==> src/rtl/buddy_block_allocator_unit_macros.svh <==
// Assertion helpers used by the allocator back end.
`ifndef BUDDY_BLOCK_ALLOCATOR_UNIT_MACROS_SVH
`define BUDDY_BLOCK_ALLOCATOR_UNIT_MACROS_SVH

// Same-cycle implication, checked outside reset.
`define BBA_ASSERT_NOW(lbl, ante, cons, msg) \
    lbl: assert property (@(posedge i_clk) disable iff (!i_rst_n) (ante) |-> (cons)) \
        else $error(msg);

// Next-cycle implication, checked outside reset.
`define BBA_ASSERT_NEXT(lbl, ante, cons, msg) \
    lbl: assert property (@(posedge i_clk) disable iff (!i_rst_n) (ante) |=> (cons)) \
        else $error(msg);

`endif

==> src/rtl/bba_pkg.sv <==
`timescale 1ns / 1ps
// ----------------------------------------------------------------------------
// Buddy allocator package
// Sizes, codes, command types and helpers shared by the allocator modules.
// ----------------------------------------------------------------------------
package bba_pkg;

    localparam int LEAF_LG     = 8;
    localparam int LEAF_COUNT  = 1 << LEAF_LG;
    localparam int MIN_LG      = 6;
    localparam int ARENA_SIZE  = LEAF_COUNT << MIN_LG;
    localparam int NODE_AW     = LEAF_LG + 1;
    localparam int VAL_W       = LEAF_LG + 1;
    localparam int LG_W        = 4;
    localparam int NODE_LAST   = (1 << NODE_AW) - 1;

    typedef enum logic {
        OP_ALLOC = 1'b0,
        OP_FREE  = 1'b1
    } t_op;

    typedef enum logic [1:0] {
        STAT_OK       = 2'd0,
        STAT_BAD_SIZE = 2'd1,
        STAT_NO_SPACE = 2'd2,
        STAT_REFUSED  = 2'd3
    } t_status;

    // Classified command passed from the front end to the back end.
    typedef struct packed {
        t_op                 op;
        t_status             err;
        logic [LG_W-1:0]     need_lg;
        logic [LEAF_LG-1:0]  leaf;
    } t_cmd;

    // Status of the back end seen by the front end.
    typedef struct packed {
        logic clearing;
    } t_back_stat;

    typedef enum logic [3:0] {
        S_CLEAR,
        S_IDLE,
        S_A_RD,
        S_A_CMP,
        S_U_RD,
        S_U_WR,
        S_F_RD,
        S_F_CHK,
        S_DONE
    } t_state;

    // Position of the highest set bit of a leaf count (zero for zero).
    function automatic logic [LG_W-1:0] msb_pos(input logic [LEAF_LG-1:0] v);
        logic [LG_W-1:0] p;
        p = '0;
        for (int i = 0; i < LEAF_LG; i++) begin
            if (v[i]) begin
                p = LG_W'(i);
            end
        end
        return p;
    endfunction

endpackage

==> src/rtl/bba_queue.sv <==
`timescale 1ns / 1ps
// ----------------------------------------------------------------------------
// Buddy allocator command queue
// Two-entry queue decoupling the front end from the tree walker.
// ----------------------------------------------------------------------------
module bba_queue
    import bba_pkg::*;
(
    input  logic i_clk,
    input  logic i_rst_n,
    input  logic i_vld,
    input  t_cmd i_cmd,
    output logic o_rdy,
    input  logic i_pop,
    output logic o_vld,
    output t_cmd o_cmd
);

    t_cmd       r_ent [2];
    logic       r_wp;
    logic       r_rp;
    logic [1:0] r_cnt;
    logic       w_push;
    logic       w_pop;

    assign o_rdy  = (r_cnt != 2'd2);
    assign o_vld  = (r_cnt != 2'd0);
    assign o_cmd  = r_ent[r_rp];
    assign w_push = i_vld & o_rdy;
    assign w_pop  = i_pop & o_vld;

    // Entry storage.
    always_ff @(posedge i_clk) begin
        if (w_push) begin
            r_ent[r_wp] <= i_cmd;
        end
    end

    // Pointers and fill count.
    always_ff @(posedge i_clk) begin
        if (!i_rst_n) begin
            r_wp  <= 1'b0;
            r_rp  <= 1'b0;
            r_cnt <= 2'd0;
        end else begin
            if (w_push) begin
                r_wp <= ~r_wp;
            end
            if (w_pop) begin
                r_rp <= ~r_rp;
            end
            if (w_push && !w_pop) begin
                r_cnt <= r_cnt + 2'd1;
            end else if (w_pop && !w_push) begin
                r_cnt <= r_cnt - 2'd1;
            end
        end
    end

endmodule

==> config.mk <==
export PLATFORM = sky130hd
export DESIGN_NAME = bba_queue
export DESIGN_NICKNAME = d
export VERILOG_FILES = /design/src/rtl/buddy_block_allocator_unit_macros.svh /design/src/rtl/bba_pkg.sv /design/src/rtl/bba_queue.sv
export SDC_FILE = /design/constraint.sdc
export NUM_CORES = 1
export LEC_CHECK = 0
export BUFFER_PORTS_ARGS = -buffer_cell sky130_fd_sc_hd__buf_2
export CAP_MARGIN = 5
export CORE_AREA = 2 2 56 68
export CTS_CLUSTER_DIAMETER = 150
export CTS_CLUSTER_SIZE = 16
export DETAILED_ROUTE_END_ITERATION = 16
export DIE_AREA = 0 0 58 70
export SLEW_MARGIN = 10
export SYNTH_ARGS = -nofsm -noshare
export SYNTH_HDL_FRONTEND = slang
export SYNTH_SLANG_ARGS = --single-unit
==> constraint.sdc <==
create_clock -name i_clk -period 3 [get_ports i_clk]
set_input_delay 0.15 -clock i_clk [delete_from_list [all_inputs] [get_ports i_clk]]
set_output_delay 0.15 -clock i_clk [all_outputs]
set_load 0.05 [all_outputs]
* Yosys cells after proc, flatten, opt, wreduce, memory -nomap -nowiden
Memory sizes are Yosys's and may differ from the RTL's. A register that Yosys moved wholly into a read port is not among the register bits. Cells that the tools add are included.
Word-level totals: flip-flop bits (word level) 4, bits in writable memories 30, bits of input ports 19, output and inout bits 17, logic and storage cells 23, memories kept 1
Memories:
- r_ent | words 2, bits a word 15, read ports 1, clocked after Yosys merged registers in 1, wr ports 1, line bba_queue.sv:19 | t_cmd r_ent [2];
Operators by class: add/sub/neg operators 2, equality and inequality tests 1, multiplexer cells 6, bitwise logic cells 4, reductions and logical operators 6
Operators by type and width (number):
- $mux W1 | 4
- $mux W2 | 2
- $reduce_bool A2 Y1 | 2
- $add A2 B1 Y2 const B | 1
- $and A1 B1 Y1 | 2
- $logic_and A1 B1 Y1 | 2
- $logic_not A1 Y1 | 2
- $ne A2 B2 Y1 const B | 1
- $not A1 Y1 | 2
- $sub A2 B1 Y2 const B | 1

* Logic depth before layout (Yosys ltp)
depth in word-level cells 6, gate-level depth with buffers 6, depth with buffers taken out 6

* Least setup slack after synthesis
Ideal clock, no wire load.
kind flip-flop to flip-flop, from reg r_cnt[0], to reg r_cnt[1], data arrival time 1.530 ns, required time 2.930 ns, setup slack 1.400 ns, stages on the path, launching flop included 6, buffers on the path 0, cell sequence dfxtp_1 -> nand2b_4 -> and2_1 -> ha_1 -> or3_1 -> a21boi_1
On the way: word-level cells in the longest chain between the ends 5, elaborated cells on any way between the ends 13, classes of those cells add/sub: 2; eq/ne: 1; mux: 2; bitwise: 2; reduce/logical: 6
RTL lines:
- from (decl) | line bba_queue.sv:22 | logic [1:0] r_cnt;
- from (signal assigned) | line bba_queue.sv:53 | r_cnt <= r_cnt + 2'd1;
- from (signal assigned) | line bba_queue.sv:55 | r_cnt <= r_cnt - 2'd1;
- $ne A2 B2 Y1 * | line bba_queue.sv:26 | assign o_rdy = (r_cnt != 2'd2);
- named net o_rdy | line bba_queue.sv:13 | output logic o_rdy,
- $and A1 B1 Y1 * | line bba_queue.sv:29 | assign w_push = i_vld & o_rdy;
- named net w_push | line bba_queue.sv:23 | logic w_push;
- $logic_not A1 Y1 | line bba_queue.sv:54 | end else if (w_pop && !w_push) begin
- $logic_and A1 B1 Y1 | line bba_queue.sv:54
- $reduce_bool A2 Y1 (no line)
The timed path passes the listed nets; every way through them passes the cells marked *. The select of a mux whose other input is x is not followed. A chain may end at the register's enable or synchronous reset.

==> impl_metrics.tcl <==
set metrics [dict create \
    grt_pass1_wl_mm 3.505 \
    cp_max_fo 15 \
    drt-total-wl_mm 2.174 \
    synth_adder_area_share 0.009461 \
    clockBufferDepth 2 \
    fmax_ghz 0.5513 \
    synth-compound-area-share 0.02649 \
    die_area_mm2 0.004060 \
    gr-total-overflow 0 \
    cts_root_buf "clkbuf_8" \
    synth_area_leaders "edfxtp_1 (68%), mux2_2 (13%), dfxtp_1 (7.6%)" \
    run_status "completed" \
    required_ns 2.85 \
    synth-simple-area-share 0.04920 \
    path_cells "mux2_2, buf_2" \
    first_pass_iters 3 \
    synth-xor-area-share 0.01987 \
    setup_viol_count_final 0 \
    area_growth_pct 22.33 \
    irDropWorstVdd_v 0.0006888 \
    avgViaCountPerCell 4.762 \
    syn-num-nets 91 \
    clk_pin_slew_ns 0.06 \
    rows 24 \
    yosysSeqAreaShare 0.7569 \
    async_reset_ff_frac 0 \
    yosys-mux-area-fraction 0.1277 \
    core_area_mm2 0.003483 \
    max_cap_viol_count 0 \
    cts_sinks 35 \
    synth_edf_count 30 \
    numCtsBuffers 5 \
    die_y_um 70 \
    grt_util_met3 0.05741 \
    grt_max_degree 16 \
    ctsHoldBuffers 0 \
    netlist_top_cells_count "edfxtp_1 (30), mux2_2 (15), dfxtp_1 (5)" \
    arrival_ns 1.66 \
    relSlewSlack 0.5371 \
    fin_area_mm2 0.001618 \
    report.final.slew_viol_count 0 \
    leakagePower_nw 0.6193 \
    avgSynthCellArea_um2 18.63 \
    postSynthCellCount 71 \
    htree_levels 2 \
    end_kind "output pin" \
    drt_iter0_drc 11 \
    post_cts_resized 0 \
    place_area_mm2 0.001536 \
    yosysUniqueCellTypes 19 \
    io_pins 36 \
    globalRouteMet1Util 0.1166 \
    die_w_um 58 \
    tns_ns 0 \
    yosys_warnings 0 \
    fin_crit_ns 1.814 \
    cts_tree "yes" \
    n_fill_cell 326 \
    synth_top_family_by_area "multiplexers" \
    final_nets 131 \
    busiest_layer "met2" \
    synth.most_common_cell "edfxtp_1" \
    first_global_vias 771 \
    port_buffers 35 \
    power_density_mw_per_mm2 967.3 \
    hold_violations 0 \
    cpPeakStageDelay_ns 0.75 \
    dp_hpwl_mm 1.499 \
    cts_setup_buffers 0 \
    dr_total_vias 719 \
    cpMaxStageDelayCell "dfxtp_1" \
    synth-seq-cells 35 \
    tightest_slew_ns 0.6943 \
    start_kind "register" \
    worstSkewPairLatency_ns 0.28 \
    synth_ff_type "edfxtp_1" \
    fin_crit_sh 0.6046 \
    skew_ns 0.003966 \
    grtUsageTotal 0.1198 \
    path_class "register to output pin" \
    ant_nets 0 \
    final_layout_size_suffix_gt1_frac 0.5268 \
    synth.largest_area_cell "edfxtp_1" \
    rsz0062_at_grt "false" \
    hold_path_class "input pin to register" \
    synth_top_area_frac 0.6812 \
    gp_congestion 0.6007 \
    grt_use_met2 0.2045 \
    wl_per_cell_um 14.40 \
    antennaDiodeCount 0 \
    drcViolationCount 0 \
    antenna_found_initial 0 \
    syn_area_mm2 0.001323 \
    start_util 0.3797 \
]
-- state kept, by name, summed over array words and instances, names as in the netlist, named ones only --
signal  cells
r_rp        1
r_cnt       2
r_ent      30
r_wp        1
-- where the power goes --
group | internal (W) | total [W] | switching, W
clock | 0.000163 | 0.000314 | 0.000151
sequential | 0.000614 | 0.000672 | 0.0000577
combinational | 0.000187 | 0.000579 | 0.000392
-- critical path, delay by kind of cell, from the launching register on --
kind	cells	cell delay (ns)
flops	1	0.75
buf+inv	1	0.21
mux	1	0.43
-- stage by stage --
step | hold slack (ns) | std cells | util | setup slack (ns) | power (W)
after floorplan | 0.2489 | 71 | - | 1.400 | 0.001146
after global placement | 0.3441 | 143 | 0.4411 | 1.440 | 0.001254
after detailed placement | 0.3422 | 143 | 0.4411 | 1.390 | 0.001270
after CTS | 0.04780 | 151 | 0.4644 | 1.134 | 0.001588
after global routing | 0.04444 | 151 | 0.4644 | 1.091 | 0.001638
final | 0.05868 | 151 | 0.4644 | 1.186 | 0.001565
-- per-layer routing --
layer | vias up | part of all wire
met5 | - | 0
met4 | 0 | 0.023
met3 | 6 | 0.075
met2 | 26 | 0.54
met1 | 341 | 0.36
li1 | 346 | -
-- cells by family (layout without fill, tap and decap cells) --
logic type               Yosys count  in the layout
XOR/XNOR                           3              3
AND/OR/NAND/NOR                    9              9
adder cells (fa/ha/maj)            1              1
flip-flops                        35             35
buffers and inverters              3             44
multiplexers                      15             15
AO/OA/AOI/OAI                      5              5
-- layout by cell type, fill, tap and decap left out, drive strengths merged --
master	instances
nand3b	1
dfxtp	5
o21ai	2
buf	35
ha	1
clkbuf	7
edfxtp	30
nand2b	1
a21bo	1
xnor2	2
inv	1
or3	1
and3	1
or2	1
a21boi	2
xor2	1
mux2	15
and2	4
clkinv	1
-- final timing paths --
path,start,endpoint,slack (ns),cells past startpoint
worst min-delay path,i_cmd[12],r_ent[0][12]$_DFFE_PP_,0.06,1
worst max-delay path,register,o_cmd[8],1.19,2
worst max register to register,r_cnt[0]$_SDFFE_PN0P_,r_ent[1][14]$_DFFE_PP_,1.41,2
worst min register to register,r_cnt[1]$_SDFFE_PN0P_,r_cnt[1]$_SDFFE_PN0P_,0.55,2
-- final cells by class --
class	instances	area, µm²	share of cell area
Timing Repair Buffer	35	175.2	0.1083
Clock inverter	1	5.005	0.003094
Clock buffer	7	76.32	0.04718
Multi-Input combinational cell	33	307.8	0.1903
Sequential cell	35	1001	0.6187
Inverter	1	3.754	0.002320
Tap cell	39	48.80	0.03016
Power figures use the tool's default switching activity.
