**src/rtl/buddy_block_allocator_unit_macros.svh**
```systemverilog
// Assertion helpers used by the allocator back end.
`ifndef BUDDY_BLOCK_ALLOCATOR_UNIT_MACROS_SVH
`define BUDDY_BLOCK_ALLOCATOR_UNIT_MACROS_SVH

// Same-cycle implication, checked outside reset.
`define BBA_ASSERT_NOW(lbl, ante, cons, msg) \
    lbl: assert property (@(posedge i_clk) disable iff (!i_rst_n) (ante) |-> (cons)) \
        else $error(msg);

// Next-cycle implication, checked outside reset.
`define BBA_ASSERT_NEXT(lbl, ante, cons, msg) \
    lbl: assert property (@(posedge i_clk) disable iff (!i_rst_n) (ante) |=> (cons)) \
        else $error(msg);

`endif

```
**src/rtl/bba_pkg.sv**
```systemverilog
`timescale 1ns / 1ps
// ----------------------------------------------------------------------------
// Buddy allocator package
// Sizes, codes, command types and helpers shared by the allocator modules.
// ----------------------------------------------------------------------------
package bba_pkg;

    localparam int LEAF_LG     = 8;
    localparam int LEAF_COUNT  = 1 << LEAF_LG;
    localparam int MIN_LG      = 6;
    localparam int ARENA_SIZE  = LEAF_COUNT << MIN_LG;
    localparam int NODE_AW     = LEAF_LG + 1;
    localparam int VAL_W       = LEAF_LG + 1;
    localparam int LG_W        = 4;
    localparam int NODE_LAST   = (1 << NODE_AW) - 1;

    typedef enum logic {
        OP_ALLOC = 1'b0,
        OP_FREE  = 1'b1
    } t_op;

    typedef enum logic [1:0] {
        STAT_OK       = 2'd0,
        STAT_BAD_SIZE = 2'd1,
        STAT_NO_SPACE = 2'd2,
        STAT_REFUSED  = 2'd3
    } t_status;

    // Classified command passed from the front end to the back end.
    typedef struct packed {
        t_op                 op;
        t_status             err;
        logic [LG_W-1:0]     need_lg;
        logic [LEAF_LG-1:0]  leaf;
    } t_cmd;

    // Status of the back end seen by the front end.
    typedef struct packed {
        logic clearing;
    } t_back_stat;

    typedef enum logic [3:0] {
        S_CLEAR,
        S_IDLE,
        S_A_RD,
        S_A_CMP,
        S_U_RD,
        S_U_WR,
        S_F_RD,
        S_F_CHK,
        S_DONE
    } t_state;

    // Position of the highest set bit of a leaf count (zero for zero).
    function automatic logic [LG_W-1:0] msb_pos(input logic [LEAF_LG-1:0] v);
        logic [LG_W-1:0] p;
        p = '0;
        for (int i = 0; i < LEAF_LG; i++) begin
            if (v[i]) begin
                p = LG_W'(i);
            end
        end
        return p;
    endfunction

endpackage

```
**src/rtl/bba_req_if.sv**
```systemverilog
`timescale 1ns / 1ps
// ----------------------------------------------------------------------------
// Request channel
// Valid/ready channel carrying one allocate or free request per beat.
// ----------------------------------------------------------------------------
interface bba_req_if;
    logic        valid;
    logic        ready;
    logic        op;
    logic [15:0] request_bytes;
    logic [15:0] free_offset;

    modport source (output valid, op, request_bytes, free_offset, input ready);
    modport sink   (input valid, op, request_bytes, free_offset, output ready);
endinterface

```
**src/rtl/bba_front.sv**
```systemverilog
`timescale 1ns / 1ps
// ----------------------------------------------------------------------------
// Buddy allocator front end
// Accepts request beats, checks them and works out the leaf count needed.
// ----------------------------------------------------------------------------
module bba_front
    import bba_pkg::*;
(
    bba_req_if.sink    i_req,
    input  t_back_stat i_back_stat,
    input  logic       i_cmd_rdy,
    output logic       o_cmd_vld,
    output t_cmd       o_cmd
);

    logic [15:0]        w_req_m1;
    logic [LEAF_LG-1:0] w_m;
    logic               w_bad;
    logic               w_bad_free;

    // Nothing enters while the tree is being initialised.
    assign i_req.ready = i_cmd_rdy & ~i_back_stat.clearing;
    assign o_cmd_vld   = i_req.valid & ~i_back_stat.clearing;

    // Allocation size: reject zero and oversize, round up to a power of two leaves.
    assign w_req_m1 = i_req.request_bytes - 16'd1;
    assign w_m      = w_req_m1[MIN_LG +: LEAF_LG];
    assign w_bad    = (i_req.request_bytes == 16'd0) ||
                      (i_req.request_bytes > 16'(ARENA_SIZE));

    // Free offset must be block aligned and inside the arena.
    assign w_bad_free = (|i_req.free_offset[MIN_LG-1:0]) ||
                        (i_req.free_offset >= 16'(ARENA_SIZE));

    always_comb begin
        o_cmd.op   = t_op'(i_req.op);
        o_cmd.leaf = i_req.free_offset[MIN_LG +: LEAF_LG];
        if (i_req.request_bytes <= 16'(1 << MIN_LG)) begin
            o_cmd.need_lg = '0;
        end else begin
            o_cmd.need_lg = msb_pos(w_m) + LG_W'(1);
        end
        if (i_req.op == OP_FREE) begin
            o_cmd.err = w_bad_free ? STAT_REFUSED : STAT_OK;
        end else begin
            o_cmd.err = w_bad ? STAT_BAD_SIZE : STAT_OK;
        end
    end

endmodule

```
**src/flat_wrapper.sv**
```systemverilog
// flat-port wrapper written by rule: the top's interface ports become plain ports
module bba_front_flat import bba_pkg::*;
  (i_back_stat, i_cmd_rdy, o_cmd_vld, o_cmd, i_req_valid, i_req_op, i_req_request_bytes, i_req_free_offset, i_req_ready);
  bba_req_if i_req_i ();
  input  t_back_stat i_back_stat;
  input  logic i_cmd_rdy;
  output logic o_cmd_vld;
  output t_cmd o_cmd;
  input wire logic [$bits(i_req_i.valid)-1:0] i_req_valid;
  input wire logic [$bits(i_req_i.op)-1:0] i_req_op;
  input wire logic [$bits(i_req_i.request_bytes)-1:0] i_req_request_bytes;
  input wire logic [$bits(i_req_i.free_offset)-1:0] i_req_free_offset;
  output wire logic [$bits(i_req_i.ready)-1:0] i_req_ready;
  assign i_req_i.valid = i_req_valid;
  assign i_req_i.op = i_req_op;
  assign i_req_i.request_bytes = i_req_request_bytes;
  assign i_req_i.free_offset = i_req_free_offset;
  assign i_req_ready = i_req_i.ready;
  bba_front u_core (.i_req(i_req_i), .i_back_stat(i_back_stat), .i_cmd_rdy(i_cmd_rdy), .o_cmd_vld(o_cmd_vld), .o_cmd(o_cmd));
endmodule
```
**config.mk**
```make
export PLATFORM = sky130hd
export DESIGN_NAME = bba_front_flat
export DESIGN_NICKNAME = d
export VERILOG_FILES = /design/src/rtl/buddy_block_allocator_unit_macros.svh /design/src/rtl/bba_pkg.sv /design/src/rtl/bba_req_if.sv /design/src/rtl/bba_front.sv /design/src/flat_wrapper.sv
export SDC_FILE = /design/constraint.sdc
export NUM_CORES = 1
export LEC_CHECK = 0
export ABC_AREA = 1
export BUFFER_PORTS_ARGS = -buffer_cell sky130_fd_sc_hd__buf_2
export CAP_MARGIN = 5
export CORE_AREA = 8 8 45 47
export DETAILED_ROUTE_END_ITERATION = 8
export DIE_AREA = 0 0 53 55
export PLACE_DENSITY = 0.84
export RECOVER_POWER = 50
export SLEW_MARGIN = 20
export SYNTH_ARGS = -nofsm -noshare
export SYNTH_HDL_FRONTEND = slang
export SYNTH_SLANG_ARGS = --single-unit
```
**constraint.sdc**
```tcl
create_clock -name vclk -period 5.7
set_clock_uncertainty 0.05 [all_clocks]
set_input_delay 1.14 -clock vclk [all_inputs]
set_output_delay 1.14 -clock vclk [all_outputs]
set_load 0.02 [all_outputs]
```
Word-level counts from Yosys, hierarchy flattened --
Cells that the tools add are included.
Word-level totals: bits in registers 0, bits of input ports 36, output and inout bits 17, word-level logic and storage cells 24
Cells by class: add/sub/neg operators 2, $lt $le $gt $ge 3, multiplexer cells 12, bitwise logic cells 3, reduce and logical (&&, ||, !) cells 4
Operators by type and width (number):
- 16-bit by 15-bit >= comparator with 1-bit output (second input constant) | 1
- 16-bit by 15-bit greater-than comparator with 1-bit output (second input constant) | 1
- 16-bit by 7-bit <= comparator with 1-bit output (second input constant) | 1
- 16-bit zero test | 1
- 14-bit by 1-bit subtractor with 14-bit output (second input constant) | 1
- 3-bit 2-to-1 mux | 4
- 2-bit 2-to-1 mux | 4
- 4-bit 2-to-1 mux | 2
- 6-bit OR reduction | 1
- 4-bit by 1-bit adder with 4-bit output (second input constant) | 1
- 1-bit bitwise AND | 2
- 1-bit logical OR | 2
- 1-bit 2-to-1 mux | 2
- 1-bit inverter | 1

Logic depth before layout (Yosys ltp) --
Gate-level depths: netlist (run 1).
depth after elaboration 11, mapped depth 15

Least setup slack after synthesis (run 1) --
No wires, ideal clock.
kind input -> output, start point in i_req_request_bytes[1], end point out o_cmd[9] (netlist name), data arrival time 2.536 ns, setup slack 1.974 ns, cell stages on the path 9, path through nor2_1 -> nand2_2 -> nor2_8 -> nand3b_1 -> xor2_1 -> nand2_2 -> ha_1 -> inv_1 -> nor2_1
RTL lines:
- start: declaration | RTL line flat_wrapper.sv:11 | input wire logic [$bits(i_req_i.request_bytes)-1:0] i_req_request_bytes;
- end: declaration | RTL line flat_wrapper.sv:8 | output t_cmd o_cmd;

==> results of run 1 <==
[cell families (layout without fill, tap and decap cells)]
kind of cell	count (synthesis)	in the layout	share of synthesized area [%]
AOI/OAI and AO/OA	5	5	6.84
xor gates and xnor gates	2	2	3.68
adders and majority gates	1	1	2.63
buffers and inverters	23	51	25.3
and+or+nand+nor	61	61	61.6
[worst paths after layout]
| check | to | startpoint | slack [ps] |
|---|---|---|---|
| max | o_cmd[9] | i_req_request_bytes[1] | 1820 |
| min | o_cmd[1] | i_req_free_offset[7] | 2230 |
[cells in the mapped netlist]
library cell / number
a31oi_1: 1
buf_4: 9
ha_1: 1
inv_1: 11
inv_2: 3
nand2_1: 27
nand2_2: 5
nand3_1: 2
nand3_2: 1
nand3b_1: 2
nor2_1: 15
nor2_2: 6
nor2_8: 1
nor3_1: 1
nor4_1: 1
o21ai_0: 1
o21ai_1: 1
o31ai_1: 1
o32ai_1: 1
xor2_1: 2
[critical path, cell delays in order]
cell	delay [ps]
buf_2	90
nor2_1	150
nand2_2	130
nor2_8	150
nand3b_1	140
xor2_1	230
nand2_2	90
ha_1	270
inv_1	30
nor2_1	80
buf_2	160
[metrics by stage]
stage / utilization (%) / total power [mW] / worst slack (ps)
after floorplan: - / 0.0307 / 1970
after global placement: 44.3 / 0.0390 / 1850
after detailed placement: 44.3 / 0.0400 / 1810
after CTS: 44.3 / 0.0401 / 1810
after global routing: 44.3 / 0.0451 / 1570
final: 44.3 / 0.0397 / 1820
[area by class of cell]
type	count	area, µm²
Multi-Input combinational cell	69	355
Timing Repair Buffer	37	185
Inverter	14	52.6
Fill cell	139	771
Tap cell	16	20.0
[where the power goes]
part           switching, mW  internal [mW]
logic                 0.0230         0.0167
clock network              0              0
registers                  0              0
total                 0.0230         0.0167
[routing by layer]
metal | GRT usage (%) | vias up
li1 | - | 328
met1 | 9.20 | 234
met2 | 18.0 | 29
met3 | 2.67 | 4
met4 | 3.02 | 0
met5 | 0 | -
==> impl_results.md, run 1 <==
* Largest area contributor in the netlist: nand2_1
* Fin Setup TNS at 0 ps
* Initial drt markers at 6
* Syn avg cell area at 5.17 µm²
* Pwr dens at 64.8 mW/mm²
* Cell Area, Synth at 475 µm²
* All-Layer GR Usage at 9.26%
* Area share of the leading cell type in the synthesized netlist at 21.3%
* Worst Path Max Fanout at 7
* DIE AREA at 0.00292 mm²
* Placed insts at 136
* Antenna Nets Post-Route at 0
* Max-cap violations at 0
* Metal-1 WL at 543 µm
* Tcrit/Tclk final at 68.0%
* Slew headroom at 82.1%
* Syn nets at 129
* Data required time of the worst path at 4510 ps
* Post-DR wirelength/cell at 9.63 µm
* Vias at 595
* Final #Nets at 159
* Setup CP Type: in -> out
* Die height at 55 µm
* FMAX at 258 MHz
* Residual DRC at 0
* Gpl congestion at 0.760
* Min-Delay Path Class: in -> out
* First-pass GRT wire length at 2240 µm
* Worst Setup End Kind: output pin
* CP Launch Type: input port
* Fin crit period at 3880 ps
* Vias in the first global route at 643
* Placed cell area at 613 µm²
* Status: complete, no violations
* Leak Pwr at 0.389 nW
* Diode count at 0
* IO buf count at 37
* Post-Route WL at 1310 µm
* Layout Area Growth over Synthesis at 28.9%
* Worst-Margin Slew at 266 ps
* Commonest cells after routing, fill and taps aside: buf_2 (37), nand2_1 (27), nor2_1 (15)
* Worst hold slack at 2230 ps
* I/O pins at 53
* Met2 routed WL at 602 µm
* Iteration count of the initial detailed-routing pass at 4
* Layout cell share with drive strength beyond 1 at 44.2%
* Seq cells at 0
* Top Metal Used: met4
* Max-slew violation count at 0
* Finished Layout Cells at 136
* DR vias/cell at 4.38
* Commonest non-fill, non-tap cell in the layout: buf_2
* Synth area leaders: nand2_1 (21%), buf_4 (14%), nor2_1 (12%)
* WP data arrival at 2690 ps
* CTS resizes at 0
* Clock buf count at 0
* HPWL after DPL at 1200 µm
* Largest net degree at the start of global routing at 8
* Cells after synthesis at 92
* Unrepaired setup endpoints after global routing: no
* Post-CTS setup buffers at 0
* Detail Route met3 WL at 146 µm
* Register area at 0 µm²
* # rows at 14
* Max VDD drop at 0.0000282 V
* Hold buffer count at CTS at 0
* Yosys warnings at 0
* Post-route cell area at 613 µm²
* Fin. Hold Viols at 0
* Final setup fails at 0
* Total gr overflow at 0
* Horiz. Die Dim at 53 µm
* CORE AREA at 0.00138 mm²
* Distinct cells, synth at 20
* Initial antenna violation count at 0
* Starting Density at 34.4%
* Hold path depth at 0
* Seq/Total Area, Yosys at 0%
Note: power is estimated with default switching activity, not from simulation.
==> run 2, diff against run 1 <==
CORE_AREA = not set   (was 8 8 45 47)
CORE_MARGIN = 8   (was not set)
CORE_UTILIZATION = 36   (was not set)
DIE_AREA = not set   (was 0 0 53 55)
clock period = 3.6 ns   (was 5.7 ns; I/O delays follow)
==> run 2 against run 1 <==
Against the previous run: design area is 0.20% lower; worst hold slack worse by 840 ps; critical path depth is the same; sequential share of layout area unchanged; first-iteration DRC count increased by 17%; global-route usage fell by 0.45 points; routed wire length decreased by 6.9%; combinational power is 58% higher; largest cell class unchanged.
==> impl_results.md, run 2 (synthesized netlist as in run 1, its figures left out) <==
* HPWL after DPL at 1130 µm
* Status: complete, no violations
* Final #Nets at 159
* Diode count at 0
* Max-cap violations at 0
* Initial drt markers at 7
* Horiz. Die Dim at 52.3 µm
* Slowest Stage Delay on Critical Path at 270 ps
* Slowest CP cell: ha_1
* CP Launch Type: input port
* Leak Pwr at 0.389 nW
* Vias in the first global route at 623
* Worst Path Max Fanout at 7
* Vias at 605
* Total gr overflow at 0
* Final setup fails at 0
* Worst-Margin Slew at 254 ps
* Die height at 52.3 µm
* Max-slew violation count at 0
* # rows at 13
* Hold buffer count at CTS at 0
* Initial antenna violation count at 0
* Layout Area Growth over Synthesis at 28.7%
* Antenna Nets Post-Route at 0
* Post-CTS setup buffers at 0
* Seq cells at 0
* Setup CP Type: in -> out
* DIE AREA at 0.00274 mm²
* Min-Delay Path Class: in -> out
* Data required time of the worst path at 2830 ps
* Pwr dens at 102 mW/mm²
* Register area at 0 µm²
* Slew headroom at 82.9%
* Place WS at 566 ps
* Residual DRC at 0
* Worst setup margin at 566 ps
* Worst Setup End Kind: output pin
* Post-DR wirelength/cell at 9.03 µm
* WP data arrival at 2260 ps
* Max VDD drop at 0.0000459 V
* Largest net degree at the start of global routing at 8
* Unrepaired setup endpoints after global routing: no
* CORE AREA at 0.00127 mm²
* FMAX at 330 MHz
* First-pass GRT wire length at 2130 µm
* Starting Density at 37.5%
* Post-Route WL at 1220 µm
* DR vias/cell at 4.48
* Iteration count of the initial detailed-routing pass at 4
* Gpl congestion at 0.783
* Commonest non-fill, non-tap cell in the layout: buf_2
* Critical path cell sequence: buf_2 -> nor2_1 -> nand2_2 -> nor2_8 -> nand3b_1 -> xor2_1 -> nand2_2 -> ha_1 -> inv_1 -> nor2_1 -> buf_2
* Layout cell share with drive strength beyond 1 at 44.2%
* Fin. Hold Viols at 0
* Clock buf count at 0
* Tcrit/Tclk final at 84.3%
* I/O pins at 53
* Fin crit period at 3030 ps
* Commonest cells after routing, fill and taps aside: buf_2 (37), nand2_1 (27), nor2_1 (15)
* CTS resizes at 0
* Fin Setup TNS at 0 ps
* All-Layer GR Usage at 8.82%
* IO buf count at 37
[run 2: cell counts in the layout (fill, tap and decap cells not counted)]
No cell type changed its count.
[run 2: worst max-delay path: cells and delay by family]
family / cells / cell delay [ps]
simple gates: 6 / 730
buf+inv: 3 / 300
fa+ha+maj: 1 / 270
xor+xnor: 1 / 230
[run 2: worst paths after layout]
path | start | to | cells past startpoint
worst max-delay path | i_req_request_bytes[4] | o_cmd[9] | 11
worst min-delay path | i_req_free_offset[6] | o_cmd[0] | 0
[run 2: layout make-up]
class	instances	area, µm²
fill	126	657
multi-input combinational	69	355
timing repair buffer	37	185
inverter	14	52.6
tap	15	18.8
[run 2: layer usage]
metal,global-route usage [%],share of wire (%)
met4,0.431,0
met1,8.72,38
met2,17.8,52
met3,2.84,9.8
met5,0,0
[run 2: through the flow]
step	hold slack [ps]	power, mW	utilization (%)	instances	instance area [µm²]
final	1390	0.0626	48.2	135	612
after global routing	1390	0.0703	48.2	135	612
after CTS	1390	0.0633	48.2	135	612
after detailed placement	1390	0.0630	48.2	135	612
after global placement	1390	0.0614	48.2	135	612
after floorplan	1470	0.0487	-	92	475
[run 2: power breakdown]
part	internal, mW	switching, mW	leakage, nW
clock network	0	0	0
logic	0.0264	0.0362	0.389
registers	0	0	0
total	0.0264	0.0362	0.389
